===== config.mk =====
export PLATFORM = sky130hd
export DESIGN_NAME = iach_xunit
export DESIGN_NICKNAME = d
export VERILOG_FILES = /design/src/rtl/iach_pkg.sv /design/src/rtl/iach_xunit.sv
export SDC_FILE = /design/constraint.sdc
export NUM_CORES = 2
export LEC_CHECK = 0
export BUFFER_PORTS_ARGS = -buffer_cell sky130_fd_sc_hd__buf_2
export CAP_MARGIN = 20
export CORE_AREA = 2 2 240 242
export DETAILED_ROUTE_END_ITERATION = 12
export DIE_AREA = 0 0 242 244
export PLACE_DENSITY = 0.82
export SYNTH_ARGS = -nofsm -noshare
export SYNTH_HDL_FRONTEND = slang
export SYNTH_SLANG_ARGS = --single-unit

===== constraint.sdc =====
create_clock -name clk -period 12.1 [get_ports clk]
set_input_delay 0.605 -clock clk [delete_from_list [all_inputs] [get_ports clk]]
set_output_delay 0.605 -clock clk [all_outputs]
set_load 0.005 [all_outputs]

===== src/rtl/iach_pkg.sv =====
// Shared types and codes of the incremental angular convex hull block.
package iach_pkg;

  // Request codes of the input channel.
  localparam logic [1:0] REQ_ADD   = 2'd0;
  localparam logic [1:0] REQ_DUMP  = 2'd1;
  localparam logic [1:0] REQ_CLEAR = 2'd2;

  // Configuration register indexes.
  localparam int          CFG_IDX_W    = 1;
  localparam logic [0:0]  CFG_CENTER_X = 1'b0;
  localparam logic [0:0]  CFG_CENTER_Y = 1'b1;

  typedef enum logic [4:0] {
    S_IDLE,
    S_EMIT,
    S_DUMP_RD,
    S_DUMP_OUT,
    S_SCAN_RD,
    S_SCAN_CMP,
    S_SCAN_W,
    S_SCAN_END,
    S_EQ_N1,
    S_EQ_N1W,
    S_EQ_N2W,
    S_PAIR_A,
    S_PAIR_B,
    S_PAIR_X,
    S_PAIR_W,
    S_INS_RD,
    S_INS_WR,
    S_PR_CHK,
    S_ER_RD,
    S_ER_WR
  } state_t;

  // What a pair test is for: the insertion edge or one of the two prune walks.
  typedef enum logic [1:0] {
    CX_EDGE,
    CX_PRA,
    CX_PRB
  } ctx_t;

  // Angular order of the new point against a stored vertex.
  typedef enum logic [1:0] {
    ANG_BEFORE,
    ANG_AFTER,
    ANG_EQUAL
  } ang_t;

  typedef enum logic [1:0] {
    XP_IDLE,
    XP_MUL1,
    XP_MUL2,
    XP_SUM
  } xu_phase_t;

  // Command to the shared product unit: add selects a*d + b*c, else a*d - b*c.
  typedef struct packed {
    logic start;
    logic add;
  } xu_cmd_t;

  typedef struct packed {
    logic done;
    logic neg;
    logic zero;
  } xu_sts_t;

endpackage


===== src/rtl/iach_xunit.sv =====
// Shared product unit: one multiplier computes a*d +/- b*c, forming the two products in turn.
module iach_xunit #(
  parameter int OW = 26
) (
  input  logic                  clk,
  input  logic                  rst,
  input  iach_pkg::xu_cmd_t     cmd,
  input  logic signed [OW-1:0]  ax,
  input  logic signed [OW-1:0]  ay,
  input  logic signed [OW-1:0]  bx,
  input  logic signed [OW-1:0]  by,
  output iach_pkg::xu_sts_t     sts,
  output logic signed [2*OW:0]  res
);
  import iach_pkg::*;

  xu_phase_t              ph;
  logic                   done;
  logic                   add_mode;
  logic signed [OW-1:0]   oax, oay, obx, oby;
  logic signed [OW-1:0]   ma, mb;
  logic signed [2*OW-1:0] prod, p1, p2;

  assign ma   = (ph == XP_MUL1) ? oax : oay;
  assign mb   = (ph == XP_MUL1) ? oby : obx;
  assign prod = ma * mb;

  always_ff @(posedge clk) begin
    if (rst) begin
      ph   <= XP_IDLE;
      done <= 1'b0;
    end else begin
      done <= 1'b0;
      case (ph)
        XP_IDLE: if (cmd.start) ph <= XP_MUL1;
        XP_MUL1: ph <= XP_MUL2;
        XP_MUL2: ph <= XP_SUM;
        XP_SUM: begin
          ph   <= XP_IDLE;
          done <= 1'b1;
        end
        default: ph <= XP_IDLE;
      endcase
    end
  end

  always_ff @(posedge clk) begin
    if (cmd.start && ph == XP_IDLE) begin
      oax      <= ax;
      oay      <= ay;
      obx      <= bx;
      oby      <= by;
      add_mode <= cmd.add;
    end
    if (ph == XP_MUL1) p1 <= prod;
    if (ph == XP_MUL2) p2 <= prod;
    if (ph == XP_SUM) begin
      res <= add_mode ? ((2*OW+1)'(p1) + (2*OW+1)'(p2))
                      : ((2*OW+1)'(p1) - (2*OW+1)'(p2));
    end
  end

  assign sts.done = done;
  assign sts.neg  = res[2*OW];
  assign sts.zero = (res == '0);

endmodule


==> qor.csv <==
stage,metric,value,unit
status,outcome,"complete, no violations",
detailed_routing,Via Count,26001,
flow_run,maxcap violations,0,
final_layout,multi-input logic area,25400,um2
detailed_routing,initial DRC count,2615,
floorplanning,Die Ht,244,um
final_layout,share of cells above drive strength 1,9.67,%
clock_tree,latest clock arrival within the worst-skew pair,0.60,ns
final_layout,ANT cells,0,
clock_tree,CTS sink count,265,
clock_tree,CTS tree,done,
floorplanning,die area,59000,um2
yosys,syn_area_per_cell,10.2,um2
worst_setup_path,Critical Path Source Type,flip-flop,
clock_tree,# hold bufs at CTS,0,
timing,Max Slew Vio Count,0,
global_route,initial antenna violation count,0,
yosys,Mapped Area,36400,um2
detailed_routing,vias per inst,5.82,
yosys,asr flop ratio synth,0,%
worst_setup_path,cell family with most CP delay,adder cells,
detailed_routing,"antenna viol nets, final",0,
global_route,GRT Util Overall,32.9,%
final_layout,Register Area,7930,um2
detailed_routing,DRC errors left,0,
global_route,GRT overflow,0,
clock_tree,CTS buffer count,30,
floorplanning,num rows,87,
worst_setup_path,crit path capture type,flip-flop,
timing,final setup fails,0,
placement,GP Congestion,1.04,
worst_setup_path,Crit Path Class,reg2reg,
global_route,vias in the first global route,27618,
final_layout,Filler Cell Count,4157,
worst_setup_path,WP buf/inv,7,
final_layout,Area Growth Syn to Fin,7.57,%
clock_tree,Clock Tree Buf Depth,3,
detailed_routing,Routed WL,94.1,mm
clock_tree,"Reg clk slew, reported paths",0.06,ns
clock_tree,depth of the CTS H-tree,1,
floorplanning,Top Ports,164,
yosys,"Net Count, Synth",4594,
worst_setup_path,Worst path most repeated cell,fa_1,
timing,Fmax,104,MHz
yosys,Post-synth EDFFs,262,
yosys,Syn. warnings,0,
global_route,first-pass GRT wire length,150,mm
timing,RSZ-0062 raised after global routing,no,
worst_setup_path,Worst path max stage delay,0.97,ns
floorplanning,Core Box Area,56200,um2
global_route,largest net degree at the start of global routing,89,
yosys,synthesized netlist cell count,3571,
timing,Slew @ Worst Pin,1.21,ns
yosys,Synth cell types,75,
timing,Worst slew margin,18.1,%
timing,Tcrit/Tclk final,79.8,%
worst_setup_path,CP Max Fanout,50,
worst_setup_path,CP max-delay cell,mux2i_1,
yosys,register area share after synthesis,21.7,%
yosys,top_reg_cell synth,edfxtp_1,
floorplanning,Die W,242,um
timing,Fin Setup TNS,0,ns
timing,final critical-path required period,9.65,ns
detailed_routing,DR pass1 iterations,6,
final_layout,final net count,4712,
placement,DP HPWL,75.5,mm
timing,Fin. Hold Viols,0,
timing,Worst Skew,0.0274,ns
detailed_routing,drt wl/cell,21.1,um
clock_tree,setup bufs post-CTS,0,
placement,Port Buf Inserts,163,
yosys,Seq cells post-synth,265,
clock_tree,root buf cell,clkbuf_16,
worst_setup_path,Crit path required time,12.42,ns
clock_tree,CTS resizes,0,
worst_setup_path,WP data arrival,9.97,ns
floorplanning,Initial Util,64.9,%
min_path,Hold Path Class,in2reg,
==> stage by stage <==
step	worst slack (ns)	instance area [um2]	utilization (%)	cells	hold WS, ns
finish	2.45	39200	69.8	4469	0.172
global route	1.99	39200	69.8	4469	0.168
CTS	2.52	39200	69.8	4468	0.160
detailed placement	2.52	38200	68.0	4412	0.558
global placement	2.80	38200	68.0	4412	0.564
floorplan	2.62	36500	-	3571	0.518
==> worst register-to-register path, delay by kind of cell (launching register included) <==
kind,cells,cell delay [ns]
mux,1,0.98
compound gates,7,1.69
buf+inv,7,1.17
xor+xnor,1,0.13
flops,1,0.34
simple gates,3,0.53
fa+ha+maj,9,4.53
==> cells in the final DEF, fill, tap and decap left out, drive strengths merged, types with 17 or more instances in the layout <==
master / instances
ha: 204
buf: 208
nor4: 17
nor3: 22
o21ai: 47
nand2: 409
mux2i: 53
mux2: 50
nor2: 406
fa: 711
xor2: 66
o21a: 19
a21o: 50
edfxtp: 262
inv: 732
a21oi: 113
xnor2: 93
clkbuf: 32
==> path summary, 6_finish.rpt <==
check | from | to | slack [ns] | cells past startpoint
worst min register to register | ph[1] | ph[1] | 0.56 | 2
worst max register to register | ph[1] | p1[50] | 2.45 | 28
worst min-delay path | ax[18] | oax[18] | 0.17 | 1
worst max-delay path | ph[1] | p1[50] | 2.45 | 28
==> synth_stat cells, drive strengths merged, types with 19 or more instances <==
master / number / area share (%)
mux2i: 53 / 1.5
xnor2: 93 / 2.2
a21o: 50 / 1.0
o21a: 19 / 0.39
inv: 731 / 7.5
edfxtp: 262 / 22
mux2: 50 / 1.5
xor2: 66 / 1.6
a21oi: 113 / 1.6
nand2: 409 / 4.2
ha: 204 / 7.0
nor2: 406 / 4.2
nor3: 22 / 0.30
fa: 711 / 39
o21ai: 47 / 0.65
clkbuf: 104 / 1.1
==> metal layers <==
| metal | global-route usage [%] | up-vias | share of wire [%] |
|---|---|---|---|
| li1 | - | 11321 | - |
| met1 | 42.6 | 12733 | 38 |
| met2 | 50.5 | 1629 | 44 |
| met3 | 12.9 | 318 | 14 |
| met4 | 12.1 | 0 | 4.7 |
| met5 | 0 | - | 0 |
==> registers in the layout (all words and copies together) (netlist names) <==
signal    cells
add_mode      1
done          1
oax          26
oay          26
obx          26
oby          26
p1           52
p2           52
ph            2
res          53
==> layout make-up <==
| cell class | instances | area share (%) |
|---|---|---|
| Multi-Input combinational cell | 2452 | 64.8 |
| Sequential cell | 265 | 20.2 |
| Inverter | 732 | 7.01 |
| Timing Repair Buffer | 208 | 2.95 |
| Tap cell | 756 | 2.41 |
| Clock buffer | 32 | 1.93 |
| Clock inverter | 24 | 0.629 |
==> cells by family (layout without fill, tap and decap cells) <==
| logic type | after synthesis | count (layout) | synth area share, % |
|---|---|---|---|
| simple gates | 951 | 951 | 10.8 |
| fa+ha+maj | 915 | 915 | 46.1 |
| buf+inv | 854 | 996 | 8.85 |
| compound gates | 324 | 324 | 5.75 |
| flops | 265 | 265 | 21.7 |
| xor+xnor | 159 | 159 | 3.82 |
| mux | 103 | 103 | 3.00 |
Power is left out: the tool's default activity adds up to more than one toggle a clock period on the data nets, which glitch-free logic cannot reach.
